<file path="config.mk">
export PLATFORM = sky130hd
export DESIGN_NAME = crc16_framed_byte_deframer
export DESIGN_NICKNAME = d
export VERILOG_FILES = /design/src/rtl/core/cfd_pkg.sv /design/src/rtl/core/cfd_front.sv /design/src/rtl/core/cfd_queue.sv /design/src/rtl/core/cfd_back.sv /design/src/rtl/core/crc16_framed_byte_deframer.sv
export VERILOG_INCLUDE_DIRS = /design/src /design/src/rtl/core
export SDC_FILE = /design/constraint.sdc
export NUM_CORES = 1
export LEC_CHECK = 0
export BUFFER_PORTS_ARGS = -buffer_cell sky130_fd_sc_hd__buf_2
export CORE_UTILIZATION = 60
export DETAILED_ROUTE_END_ITERATION = 16
export PLACE_DENSITY = 0.78
export RECOVER_POWER = 100
export SETUP_SLACK_MARGIN = 0.3
export SYNTH_ARGS = -nofsm -noshare
export SYNTH_HDL_FRONTEND = slang
export SYNTH_SLANG_ARGS = --single-unit
</file>
<file path="constraint.sdc">
create_clock -name i_clk -period 22.8 [get_ports i_clk]
set_clock_uncertainty 0.2 [all_clocks]
set_input_delay 1.14 -clock i_clk [delete_from_list [all_inputs] [get_ports i_clk]]
set_output_delay 1.14 -clock i_clk [all_outputs]
set_load 0.05 [all_outputs]
</file>
<file path="src/rtl/core/crc16_framed_byte_deframer_assert.svh">
// Assertion macros shared by the deframer RTL.
`ifndef CRC16_FRAMED_BYTE_DEFRAMER_ASSERT_SVH
`define CRC16_FRAMED_BYTE_DEFRAMER_ASSERT_SVH

// Same-cycle implication, disabled while reset is asserted
`define CFD_ASSERT_NOW(label, clk, rst_n, ante, cons) \
    label: assert property (@(posedge clk) disable iff (!rst_n) (ante) |-> (cons)) \
        else $error("deframer check failed");

// Next-cycle implication, disabled while reset is asserted
`define CFD_ASSERT_NEXT(label, clk, rst_n, ante, cons) \
    label: assert property (@(posedge clk) disable iff (!rst_n) (ante) |=> (cons)) \
        else $error("deframer check failed");

`endif

</file>
<file path="src/rtl/core/cfd_pkg.sv">
package cfd_pkg;

    // Frame geometry
    localparam int HEADER_BYTES    = 4;
    localparam int MAX_FRAME_BYTES = 256;
    localparam int FILL_W          = $clog2(MAX_FRAME_BYTES + 1);
    localparam int MSG_W           = (FILL_W > 9) ? FILL_W + 1 : 10;
    localparam int LEN_W           = 9;
    localparam int CNT_W           = 16;

    // Start bytes
    localparam logic [7:0] MAGIC_FIRST  = 8'h01;
    localparam logic [7:0] MAGIC_SEC_A  = 8'h64;
    localparam logic [7:0] MAGIC_SEC_B  = 8'h65;

    // CRC-16 (Modbus)
    localparam logic [15:0] CRC_INIT = 16'hFFFF;
    localparam logic [15:0] CRC_POLY = 16'hA001;

    // Event queue depth, a power of two
    localparam int Q_DEPTH = 4;
    localparam int Q_AW    = $clog2(Q_DEPTH);

    typedef enum logic [2:0] {
        EV_OK      = 3'd0,
        EV_DROPPED = 3'd1,
        EV_CRC     = 3'd2,
        EV_LONG    = 3'd3,
        EV_FULL    = 3'd4
    } t_ev_code;

    typedef struct packed {
        t_ev_code            code;
        logic [FILL_W-1:0]   len;
    } t_event;

    typedef struct packed {
        logic [CNT_W-1:0] frames_ok;
        logic [CNT_W-1:0] magic_errors;
        logic [CNT_W-1:0] crc_errors;
        logic [CNT_W-1:0] length_errors;
        logic [CNT_W-1:0] full_errors;
    } t_counters;

    // Everything one byte produces: up to two events plus counter snapshot
    typedef struct packed {
        logic [1:0] cnt;
        t_event     ev0;
        t_event     ev1;
        t_counters  ctrs;
    } t_step;

    typedef struct packed {
        logic            empty;
        logic            full;
        logic [Q_AW:0]   count;
    } t_q_status;

    // One byte through the reflected CRC, bit by bit
    function automatic logic [15:0] crc_add(input logic [15:0] crc, input logic [7:0] b);
        logic [15:0] c;
        c = crc ^ {8'h00, b};
        for (int i = 0; i < 8; i++) begin
            if (c[0]) begin
                c = (c >> 1) ^ CRC_POLY;
            end else begin
                c = c >> 1;
            end
        end
        return c;
    endfunction

    // Append an event; anything past the second is dropped
    function automatic t_step step_emit(input t_step s, input t_ev_code code,
                                        input logic [FILL_W-1:0] len);
        t_step r;
        r = s;
        if (s.cnt == 2'd0) begin
            r.ev0.code = code;
            r.ev0.len  = len;
            r.cnt      = 2'd1;
        end else if (s.cnt == 2'd1) begin
            r.ev1.code = code;
            r.ev1.len  = len;
            r.cnt      = 2'd2;
        end
        return r;
    endfunction

endpackage

</file>
<file path="src/rtl/core/cfd_front.sv">
module cfd_front (
    input  logic                 i_clk,
    input  logic                 i_rst_n,
    input  logic                 i_rx_valid,
    input  logic [7:0]           i_rx_byte,
    input  cfd_pkg::t_q_status   i_q_status,
    output logic                 o_rx_ready,
    output logic                 o_step_valid,
    output cfd_pkg::t_step       o_step
);

    // Frame state
    logic [cfd_pkg::FILL_W-1:0] r_fill, n_fill;
    logic [cfd_pkg::FILL_W-1:0] r_drop, n_drop;
    logic [7:0]                 r_plen, n_plen;
    logic [15:0]                r_crc, n_crc;
    logic [15:0]                r_d1, n_d1;
    logic [15:0]                n_d2;
    logic [7:0]                 r_low, n_low;
    cfd_pkg::t_counters         r_ctrs, n_ctrs;

    logic                       w_accept;
    cfd_pkg::t_step             w_step;

    assign o_rx_ready   = !i_q_status.full;
    assign w_accept     = i_rx_valid && o_rx_ready;
    assign o_step_valid = w_accept && (w_step.cnt != 2'd0);
    assign o_step       = w_step;

    // Byte classification and next frame state
    always_comb begin
        logic                       full;
        logic                       clear;
        logic                       match;
        logic [cfd_pkg::FILL_W-1:0] f_base;
        logic [15:0]                crc_base;
        logic [15:0]                d1_base;
        logic [7:0]                 low_base;
        logic [7:0]                 plen_base;
        logic [7:0]                 prev;
        logic [cfd_pkg::MSG_W-1:0]  msg_end;
        w_step = '0;
        n_ctrs = r_ctrs;

        full      = r_fill >= cfd_pkg::FILL_W'(cfd_pkg::MAX_FRAME_BYTES);
        f_base    = r_fill;
        crc_base  = r_crc;
        d1_base   = r_d1;
        low_base  = r_low;
        plen_base = r_plen;
        clear     = 1'b0;

        // Buffer overflow: report and restart with this byte
        if (full) begin
            w_step = cfd_pkg::step_emit(w_step, cfd_pkg::EV_FULL, r_fill);
            n_ctrs.full_errors = n_ctrs.full_errors + 16'd1;
            f_base    = '0;
            crc_base  = cfd_pkg::CRC_INIT;
            d1_base   = cfd_pkg::CRC_INIT;
            low_base  = 8'h00;
            plen_base = 8'h00;
        end

        prev   = low_base;
        n_d2   = d1_base;
        n_d1   = crc_base;
        n_crc  = cfd_pkg::crc_add(crc_base, i_rx_byte);
        n_low  = i_rx_byte;
        n_fill = f_base + cfd_pkg::FILL_W'(1);
        n_plen = (n_fill == cfd_pkg::FILL_W'(cfd_pkg::HEADER_BYTES + 1)) ? i_rx_byte
                                                                          : plen_base;
        n_drop = r_drop;
        match  = ({i_rx_byte, prev} == n_d2);
        msg_end = cfd_pkg::MSG_W'(cfd_pkg::HEADER_BYTES + 3) + cfd_pkg::MSG_W'(n_plen);

        // Long dropped run is flushed before anything else
        if (n_drop > cfd_pkg::FILL_W'(cfd_pkg::MAX_FRAME_BYTES - 2)) begin
            w_step = cfd_pkg::step_emit(w_step, cfd_pkg::EV_DROPPED, n_drop);
            n_drop = '0;
        end

        if (n_fill == cfd_pkg::FILL_W'(1) && i_rx_byte != cfd_pkg::MAGIC_FIRST) begin
            n_drop = n_drop + cfd_pkg::FILL_W'(1);
            n_ctrs.magic_errors = n_ctrs.magic_errors + 16'd1;
            clear = 1'b1;
        end else if (n_fill == cfd_pkg::FILL_W'(2) && i_rx_byte != cfd_pkg::MAGIC_SEC_A &&
                     i_rx_byte != cfd_pkg::MAGIC_SEC_B) begin
            // both start bytes go to the dropped run
            n_drop = n_drop + cfd_pkg::FILL_W'(2);
            n_ctrs.magic_errors = n_ctrs.magic_errors + 16'd1;
            clear = 1'b1;
        end else begin
            if (n_drop != '0) begin
                w_step = cfd_pkg::step_emit(w_step, cfd_pkg::EV_DROPPED, n_drop);
                n_drop = '0;
            end
            if (n_fill >= cfd_pkg::FILL_W'(cfd_pkg::HEADER_BYTES + 2)) begin
                if (n_fill == cfd_pkg::FILL_W'(cfd_pkg::HEADER_BYTES + 2) && match) begin
                    // header-only frame
                    w_step = cfd_pkg::step_emit(w_step, cfd_pkg::EV_OK, n_fill);
                    n_ctrs.frames_ok = n_ctrs.frames_ok + 16'd1;
                    clear = 1'b1;
                end else if (msg_end > cfd_pkg::MSG_W'(cfd_pkg::MAX_FRAME_BYTES)) begin
                    w_step = cfd_pkg::step_emit(w_step, cfd_pkg::EV_LONG, n_fill);
                    n_ctrs.length_errors = n_ctrs.length_errors + 16'd1;
                    clear = 1'b1;
                end else if (cfd_pkg::MSG_W'(n_fill) >= msg_end) begin
                    if (!match) begin
                        w_step = cfd_pkg::step_emit(w_step, cfd_pkg::EV_CRC, n_fill);
                        n_ctrs.crc_errors = n_ctrs.crc_errors + 16'd1;
                    end else begin
                        w_step = cfd_pkg::step_emit(w_step, cfd_pkg::EV_OK, n_fill);
                        n_ctrs.frames_ok = n_ctrs.frames_ok + 16'd1;
                    end
                    clear = 1'b1;
                end
            end
        end

        if (clear) begin
            n_fill = '0;
            n_plen = 8'h00;
            n_crc  = cfd_pkg::CRC_INIT;
            n_d1   = cfd_pkg::CRC_INIT;
            n_low  = 8'h00;
        end

        w_step.ctrs = n_ctrs;
    end

    // State registers
    always_ff @(posedge i_clk) begin
        if (!i_rst_n) begin
            r_fill <= '0;
            r_drop <= '0;
            r_plen <= 8'h00;
            r_crc  <= cfd_pkg::CRC_INIT;
            r_d1   <= cfd_pkg::CRC_INIT;
            r_low  <= 8'h00;
            r_ctrs <= '0;
        end else if (w_accept) begin
            r_fill <= n_fill;
            r_drop <= n_drop;
            r_plen <= n_plen;
            r_crc  <= n_crc;
            r_d1   <= n_d1;
            r_low  <= n_low;
            r_ctrs <= n_ctrs;
        end
    end

endmodule

</file>
<file path="src/rtl/core/cfd_queue.sv">
module cfd_queue (
    input  logic                 i_clk,
    input  logic                 i_rst_n,
    input  logic                 i_push,
    input  cfd_pkg::t_step       i_step,
    input  logic                 i_pop,
    output cfd_pkg::t_step       o_head,
    output cfd_pkg::t_q_status   o_status
);

    cfd_pkg::t_step              r_mem [cfd_pkg::Q_DEPTH];
    logic [cfd_pkg::Q_AW-1:0]    r_wr, n_wr;
    logic [cfd_pkg::Q_AW-1:0]    r_rd, n_rd;
    logic [cfd_pkg::Q_AW:0]      r_count, n_count;
    logic                        w_push;
    logic                        w_pop;

    assign o_status.empty = (r_count == '0);
    assign o_status.full  = (r_count == (cfd_pkg::Q_AW + 1)'(cfd_pkg::Q_DEPTH));
    assign o_status.count = r_count;
    assign o_head         = r_mem[r_rd];

    assign w_push = i_push && !o_status.full;
    assign w_pop  = i_pop && !o_status.empty;

    // Pointer and occupancy update
    always_comb begin
        n_wr    = r_wr + (w_push ? cfd_pkg::Q_AW'(1) : '0);
        n_rd    = r_rd + (w_pop ? cfd_pkg::Q_AW'(1) : '0);
        n_count = r_count;
        if (w_push && !w_pop) begin
            n_count = r_count + (cfd_pkg::Q_AW + 1)'(1);
        end else if (w_pop && !w_push) begin
            n_count = r_count - (cfd_pkg::Q_AW + 1)'(1);
        end
    end

    always_ff @(posedge i_clk) begin
        if (!i_rst_n) begin
            r_wr    <= '0;
            r_rd    <= '0;
            r_count <= '0;
        end else begin
            r_wr    <= n_wr;
            r_rd    <= n_rd;
            r_count <= n_count;
        end
    end

    // Entry storage
    always_ff @(posedge i_clk) begin
        if (w_push) begin
            r_mem[r_wr] <= i_step;
        end
    end

endmodule

</file>
<file path="src/rtl/core/cfd_back.sv">
module cfd_back (
    input  logic                        i_clk,
    input  logic                        i_rst_n,
    input  cfd_pkg::t_step              i_head,
    input  cfd_pkg::t_q_status          i_q_status,
    input  logic                        i_ev_ready,
    output logic                        o_pop,
    output logic                        o_ev_valid,
    output logic [2:0]                  o_event_res,
    output logic [cfd_pkg::LEN_W-1:0]   o_length,
    output logic                        o_last,
    output cfd_pkg::t_counters          o_ctrs
);

    // Which event of the head entry is on the port
    logic           r_idx, n_idx;
    cfd_pkg::t_event w_sel;
    logic           w_xfer;

    assign w_sel       = r_idx ? i_head.ev1 : i_head.ev0;
    assign o_ev_valid  = !i_q_status.empty;
    assign o_event_res = w_sel.code;
    assign o_length    = cfd_pkg::LEN_W'(w_sel.len);
    assign o_last      = r_idx || (i_head.cnt == 2'd1);
    assign o_ctrs      = i_head.ctrs;
    assign w_xfer      = o_ev_valid && i_ev_ready;
    assign o_pop       = w_xfer && o_last;

    always_comb begin
        n_idx = r_idx;
        if (w_xfer) begin
            n_idx = !o_last;
        end
    end

    always_ff @(posedge i_clk) begin
        if (!i_rst_n) begin
            r_idx <= 1'b0;
        end else begin
            r_idx <= n_idx;
        end
    end

endmodule

</file>
<file path="src/rtl/core/crc16_framed_byte_deframer.sv">
// Channel   Direction  Handshake                    Payload
// rx        in         i_rx_valid / o_rx_ready      i_rx_byte
// event     out        o_ev_valid / i_ev_ready      o_event_res, o_length, o_last, counters
//
// One byte is taken per cycle; CRC, start-byte and length checks finish in that cycle.
// A byte that raises two events holds the event port for two transfers; a four-entry
// queue between classifier and event port absorbs that and output stalls.
// o_rx_ready drops only while the queue is full.
// Reset (i_rst_n low, synchronous) empties the frame, dropped run, counters and queue.
`include "crc16_framed_byte_deframer_assert.svh"

module crc16_framed_byte_deframer (
    input  logic        i_clk,
    input  logic        i_rst_n,
    input  logic        i_rx_valid,
    output logic        o_rx_ready,
    input  logic [7:0]  i_rx_byte,
    output logic        o_ev_valid,
    input  logic        i_ev_ready,
    output logic [2:0]  o_event_res,
    output logic [8:0]  o_length,
    output logic        o_last,
    output logic [15:0] o_frames_ok,
    output logic [15:0] o_magic_errors,
    output logic [15:0] o_crc_errors,
    output logic [15:0] o_length_errors,
    output logic [15:0] o_full_errors
);

    logic                 w_push;
    logic                 w_pop;
    cfd_pkg::t_step       w_step;
    cfd_pkg::t_step       w_head;
    cfd_pkg::t_q_status   w_q_status;
    cfd_pkg::t_counters   w_ctrs;

    // Byte classification and frame tracking
    cfd_front u_front (
        .i_clk        (i_clk),
        .i_rst_n      (i_rst_n),
        .i_rx_valid   (i_rx_valid),
        .i_rx_byte    (i_rx_byte),
        .i_q_status   (w_q_status),
        .o_rx_ready   (o_rx_ready),
        .o_step_valid (w_push),
        .o_step       (w_step)
    );

    // Event queue
    cfd_queue u_queue (
        .i_clk    (i_clk),
        .i_rst_n  (i_rst_n),
        .i_push   (w_push),
        .i_step   (w_step),
        .i_pop    (w_pop),
        .o_head   (w_head),
        .o_status (w_q_status)
    );

    // Event port sequencing
    cfd_back u_back (
        .i_clk       (i_clk),
        .i_rst_n     (i_rst_n),
        .i_head      (w_head),
        .i_q_status  (w_q_status),
        .i_ev_ready  (i_ev_ready),
        .o_pop       (w_pop),
        .o_ev_valid  (o_ev_valid),
        .o_event_res (o_event_res),
        .o_length    (o_length),
        .o_last      (o_last),
        .o_ctrs      (w_ctrs)
    );

    assign o_frames_ok     = w_ctrs.frames_ok;
    assign o_magic_errors  = w_ctrs.magic_errors;
    assign o_crc_errors    = w_ctrs.crc_errors;
    assign o_length_errors = w_ctrs.length_errors;
    assign o_full_errors   = w_ctrs.full_errors;

    // Checks
    `CFD_ASSERT_NOW(a_q_bound, i_clk, i_rst_n, 1'b1,
        w_q_status.count <= (cfd_pkg::Q_AW + 1)'(cfd_pkg::Q_DEPTH))
    `CFD_ASSERT_NEXT(a_q_grow, i_clk, i_rst_n, w_push && !w_pop,
        w_q_status.count == $past(w_q_status.count) + (cfd_pkg::Q_AW + 1)'(1))
    `CFD_ASSERT_NOW(a_empty_idle, i_clk, i_rst_n, w_q_status.empty, !o_ev_valid)
    `CFD_ASSERT_NOW(a_stall_full, i_clk, i_rst_n, !o_rx_ready, w_q_status.full)

endmodule

</file>
# ---- Word level (Yosys, flattened, before mapping)
# Memories as Yosys holds them, arrays and structs flattened. A register that Yosys moved wholly into a read port is not among the register bits.
# Cells that the tools add are included.
dict set report totals {
  mem_count 1
  ramBits 424
  ff_bits 154
  out_inout_bits 95
  in_bits 12
  word_cells 169
}
dict set report classes {
  mux 88
  n_addsub 13
  eq_ne 13
  reduce_logical 25
  bitwise_logic 9
  n_lt_le_gt_ge 5
}
# memory words word_bits read_ports rd_ports_with_merged_regs wr line_no
set memory_table {}
lappend memory_table {u_queue.r_mem 4 106 1 1 1 cfd_queue.sv:11} ;# cfd_pkg::t_step r_mem [cfd_pkg::Q_DEPTH];
# cell n
set ops {}
lappend ops {{$mux W106} 10}
lappend ops {{$mux W16} 26}
lappend ops {{$mux W12} 16}
lappend ops {{$mux W32} 4}
lappend ops {{$mux W105} 1}
lappend ops {{$mux W104} 1}
lappend ops {{$add A16 B1 Y16 const B} 5}
lappend ops {{$mux W9} 6}
lappend ops {{$mux W8} 5}
lappend ops {{$not A2 Y3} 8}
lappend ops {{$add A9 B1 Y9 const B} 2}
lappend ops {{$eq A9 B3 Y1 const B} 2}
lappend ops {{$eq A16 B16 Y1} 1}
lappend ops {{$ne A8 B7 Y1 const B} 2}
lappend ops {{$xor A16 B8 Y16} 1}
lappend ops {{$mux W2} 7}
lappend ops {{$logic_and A1 B1 Y1} 12}
lappend ops {{$ge A9 B10 Y1} 1}
lappend ops {{$gt A10 B9 Y1 const B} 1}
lappend ops {{$mux W1} 10}
lappend ops {{$add A3 B8 Y9 const A} 1}
lappend ops {{$add A9 B2 Y9 const B} 1}
lappend ops {{$eq A9 B1 Y1 const B} 1}
lappend ops {{$eq A9 B2 Y1 const B} 1}
lappend ops {{other kinds (16)} 28}

# ---- Longest topological paths before layout
dict set report logic_depth {
  word_depth 29
  ltp_mapped 35
  depth_no_buf 29
}

# ---- Cells and area by module
# Synthesis repeated with hierarchy kept, for this count alone.
dict set report unflattened {
  hier_cells 1939
  area_unflattened_um2 26128.8
}
# mod instances area_per_inst_um2 seq_area_each_um2 cells_each
set modules_own_cells {}
lappend modules_own_cells {cfd_queue 1 15648.8 12872.3 590}
lappend modules_own_cells {cfd_front 1 9655.5 2822.7 1247}
lappend modules_own_cells {cfd_back 1 824.5 20.0 102}

# ---- Least setup slack after synthesis
# Ideal clock, no wire load.
dict set report synth_timing {
  path_type {reg2reg}
  startpoint {register u_front.r_fill[8] (netlist bit)}
  endpoint {memory u_queue.r_mem[1][0] (netlist bit) (enable)}
  arrival_time_ns 16.277
  required_ns 21.737
  path_stages_with_launch 30
  synth_period_minus_slack_ns 17.340
  path_buffers 6
  setup_slack_ns 5.460
  setup_ns 0.863
  path_cell_list {dfxtp_1 buf_4 inv_2 clkbuf_1 nand2_1 inv_1 ha_1 and3_1 mux2i_2 and4_4 buf_6 nand2_1 nor2_1 clkbuf_1 a21oi_1 ha_1 clkbuf_1 a21oi_1 o2bb2ai_1 ha_1 a21o_1 a21o_1 a21oi_1 o21ai_1 or2_1 o21a_1 buf_4 o211ai_2 nor4b_4 nor4b_1}
}
# element line_no
set synth_rtl {}
lappend synth_rtl {{from (decl)} cfd_front.sv:13} ;# logic [cfd_pkg::FILL_W-1:0] r_fill, n_fill;
lappend synth_rtl {{from (signal assigned)} cfd_front.sv:142} ;# r_fill <= n_fill;
lappend synth_rtl {{to (decl)} cfd_queue.sv:11}

==> metrics.csv <==
stage,metric,value,unit
timing,rsz0062_at_grt,no,
route,drt-initial-drc-count,1335,
timing,fin_ws,8.43,ns
finish,drive_gt1_share,12.2,%
logic_synthesis,synthMuxAreaShare,10.2,%
logic_synthesis,synth_edf_count,420,
worst_hold_path,holdPathStages,1,
pwr,ir_drop,0.0000579,V
logic_synthesis,syn_inst,1850,
logic_synthesis,synth-simple-area-share,12.1,%
run,max_cap_violations,18,
logic_synthesis,synth_compound_area_share,5.98,%
global_route,grt_util_met1,32.6,%
clock_tree,numCtsBuffers,54,
floorplan,core,42000,µm²
floorplan,die_w,209,µm
worst_setup_path,cp.required,22.76,ns
floorplan,initial_utilization,61.0,%
global_route,grt_pass1_vias,15546,
worst_hold_path,hold_start,u_front.r_crc[13],
placed_design,postPlaceCellArea,26500,µm²
route,wl_per_cell,20.8,µm
logic_synthesis,ys.flop_type,edfxtp_1,
worst_setup_path,cp_max_fo,72,
worst_hold_path,min_path_type,reg2reg,
floorplan,die_area,43500,µm²
logic_synthesis,synth.ff_latch_count,569,
finish,nNetsFinal,1965,
worst_setup_path,endpoint_kind,flop,
pwr,p_comb_share,1.8,%
timing,hold_viol_final,0,
logic_synthesis,synth_top_family_by_area,simple AND/OR/NAND/NOR gates,
placed_design,gp_congestion,0.885,
worst_setup_path,worst_r2r_endpoint,u_queue.r_mem[3][72],
worst_setup_path,startpoint_type,flop,
finish,diodes,0,
logic_synthesis,synth_cell_types,91,
clock_tree,cts_resized,0,
timing,fmax,69.6,MHz
global_route,grt_pass1_wl,83.5,mm
route,wirelength,52.0,mm
finish,multi_input_area,9240,µm²
pwr,p_sw,408,µW
timing,tightest_slew,4.24,ns
logic_synthesis,synth-seq-area-share,60.8,%
route,via_per_inst,6.12,
worst_setup_path,rr_worst_depth,22,
clock_tree,root_buffer,clkbuf_16,
finish,areaGrowthSynthToFinish,8.78,%
global_route,grtUsageMet3,4.34,%
pwr,power.share.clock,43.6,%
route,drt_first_pass_iters,5,
clock_tree,clkSinkCount,569,
logic_synthesis,syn-cell-area,25600,µm²
pwr,powerDensity,72.2,nW/µm²
timing,fin_crit_sh,63.0,%
placed_design,dp.final_hpwl,31.8,mm
global_route,use_met2,40.4,%
clock_tree,htree_levels,2,
logic_synthesis,async_reset_ff_share,0,%
timing,fin_crit,14.37,ns
worst_hold_path,hold_end,u_front.r_d1[13],
worst_setup_path,r2r_setup_slack,8.43,ns
clock_tree,path_clk_slew,0.06,ns
clock_tree,clk_latency,0.61,ns
logic_synthesis,synth_nets,1898,
clock_tree,cts_tree,yes,
finish,fill_cells,2918,
worst_setup_path,crit-reg2reg-launch,u_front.r_fill[8],
timing,finalSetupViolations,0,
status,violations,"capacitance limit, slew limit",
timing,slew_viol_final,635,
route,num_vias,15298,
finish,ff_latch_area,15600,µm²
placed_design,dpl_worst_slack,14.17,ns
floorplan,boundaryPins,107,
clock_tree,ctsHoldBuffers,0,
timing,setup_tns,0,ns
global_route,grt_overflow,0,
finish,final_area,27900,µm²
pwr,netSwitchingFraction,20.3,%
floorplan,die_h,209,µm
floorplan,rows,75,
global_route,grt_start_max_net_pins,118,
status,status,"finished, violations left",
global_route,busiest_layer,met2,
logic_synthesis,synth_adder_area_share,1.79,%
placed_design,port_buffers,106,
pwr,leakage,9.41,nW
logic_synthesis,synth_area_per_cell,13.9,µm²
logic_synthesis,yosysWarnings,0,
logic_synthesis,synthXorXnorAreaFrac,6.56,%
pwr,internal_power,1.61,mW
global_route,grt.total_usage,24.3,%
global_route,antenna_found_initial,0,
pwr,seqPwrFrac,54.7,%
timing,relSlewSlack,-182,%
clock_tree,cts_max_path_buffers,3,
clock_tree,post_cts_buffers,0,
route,ant_nets,0,
worst_setup_path,crit_arrival,14.33,ns
worst_setup_path,worstSetupPathType,reg2reg,
route,drcViolationCount,0,
[area by class of cell]
class | instances | share of cell area (%)
Multi-Input combinational cell | 1136 | 33.2
Sequential cell | 569 | 55.9
Inverter | 29 | 0.390
Clock buffer | 74 | 5.37
Timing Repair Buffer | 127 | 1.85
Tap cell | 539 | 2.42
Clock inverter | 27 | 0.871
[power groups by stage]
stage	sequential (mW)	combinational, mW	clock [mW]
6_report	1.10	0.0360	0.877
3_5_place_dp	1.12	0.0356	0
5_1_grt	1.10	0.0393	0.932
3_3_place_gp	1.12	0.0351	0
2_1_floorplan	1.12	0.0267	0
4_1_cts	1.10	0.0360	0.892
[metrics by stage]
step	std cells	util [%]	power, mW	hold WS [ns]
after floorplan	1850	-	1.15	0.237
after global placement	2400	63.1	1.16	0.246
after detailed placement	2400	63.1	1.16	0.253
after CTS	2501	67.2	2.03	0.267
after global routing	2501	66.3	2.07	0.288
final	2501	66.3	2.01	0.267
[logic make-up after synthesis]
family | count (synthesis)
muxes | 129
AOI/OAI and AO/OA | 215
adders and majority gates | 36
buffers and inverters | 145
and+or+nand+nor | 564
DFF | 569
xor gates and xnor gates | 192
[flip-flops by register name (all words and copies together), names as in the netlist]
name	cells
u_back.r_idx	1
u_queue.r_mem	420
u_front.r_d1	16
u_front.r_crc	11
u_queue.r_rd	2
u_front.r_ctrs	80
u_front.r_fill	9
u_front.r_low	8
u_front.r_drop	9
u_queue.r_count	3
u_front.r_plen	8
u_queue.r_wr	2
[worst max-delay path: stages (launching register included)]
cell and delay, ns:
dfxtp_1 0.34, clkbuf_1 2.37, nor2b_1 0.11, mux2i_1 0.47
and4_1 0.48, nand2_1 0.12, nor2_1 0.72, a21oi_1 0.29
ha_1 0.37, a21oi_1 0.17, o2bb2ai_1 0.08, ha_1 0.30
a21o_1 0.16, a21o_1 0.18, a21oi_1 0.20, o21ai_0 0.38
or2_0 0.41, o21a_1 0.36, o211ai_1 0.41, nor4b_1 0.20
nor2_1 1.46, clkbuf_1 2.04, clkbuf_1 1.99
[routing by layer]
| layer | vias up | share of wire (%) |
|---|---|---|
| li1 | 7037 | - |
| met1 | 7695 | 42 |
| met2 | 469 | 49 |
| met3 | 97 | 6.0 |
| met4 | 0 | 2.9 |
| met5 | - | 0 |
[cell usage in the layout (no fill, tap or decap), types with 54 or more instances in the layout]
master,instances
clkbuf_1,122
nand2_1,156
mux4_2,103
dfxtp_1,148
xnor2_1,100
nor2_1,73
clkbuf_16,54
xor2_1,92
edfxtp_1,420
[how the worst max path moves through the flow]
stage,cells after the start,from,end
2_1_floorplan,29,u_front.r_fill[8],u_queue.r_mem[1][0]
6_report,22,u_front.r_fill[8],u_queue.r_mem[3][72]
4_1_cts,25,u_front.r_fill[8],u_queue.r_mem[3][72]
3_5_place_dp,25,u_front.r_fill[8],u_queue.r_mem[3][72]
5_1_grt,22,u_front.r_fill[8],u_queue.r_mem[3][70]
3_3_place_gp,25,u_front.r_fill[8],u_queue.r_mem[3][65]
[synth_stat cells (16+ instances only)]
| master | number | area share (%) |
|---|---|---|
| edfxtp_1 | 420 | 49 |
| nand2_1 | 157 | 2.3 |
| dfxtp_1 | 149 | 12 |
| mux4_2 | 103 | 9.1 |
| xnor2_1 | 100 | 3.4 |
| xor2_1 | 92 | 3.1 |
| and2_1 | 79 | 1.9 |
| nor2_1 | 72 | 1.1 |
| clkbuf_1 | 71 | 1.0 |
| nand3_1 | 51 | 1.0 |
| o21ai_0 | 48 | 0.94 |
| and3_1 | 38 | 0.93 |
| nor3_1 | 38 | 0.74 |
| ha_1 | 35 | 1.7 |
| inv_1 | 28 | 0.41 |
| a21oi_1 | 27 | 0.53 |
| nor2b_1 | 21 | 0.51 |
| buf_1 | 19 | 0.28 |
| a21boi_0 | 17 | 0.50 |
| mux2_2 | 16 | 0.70 |
Note: power is estimated with default switching activity, not from simulation.
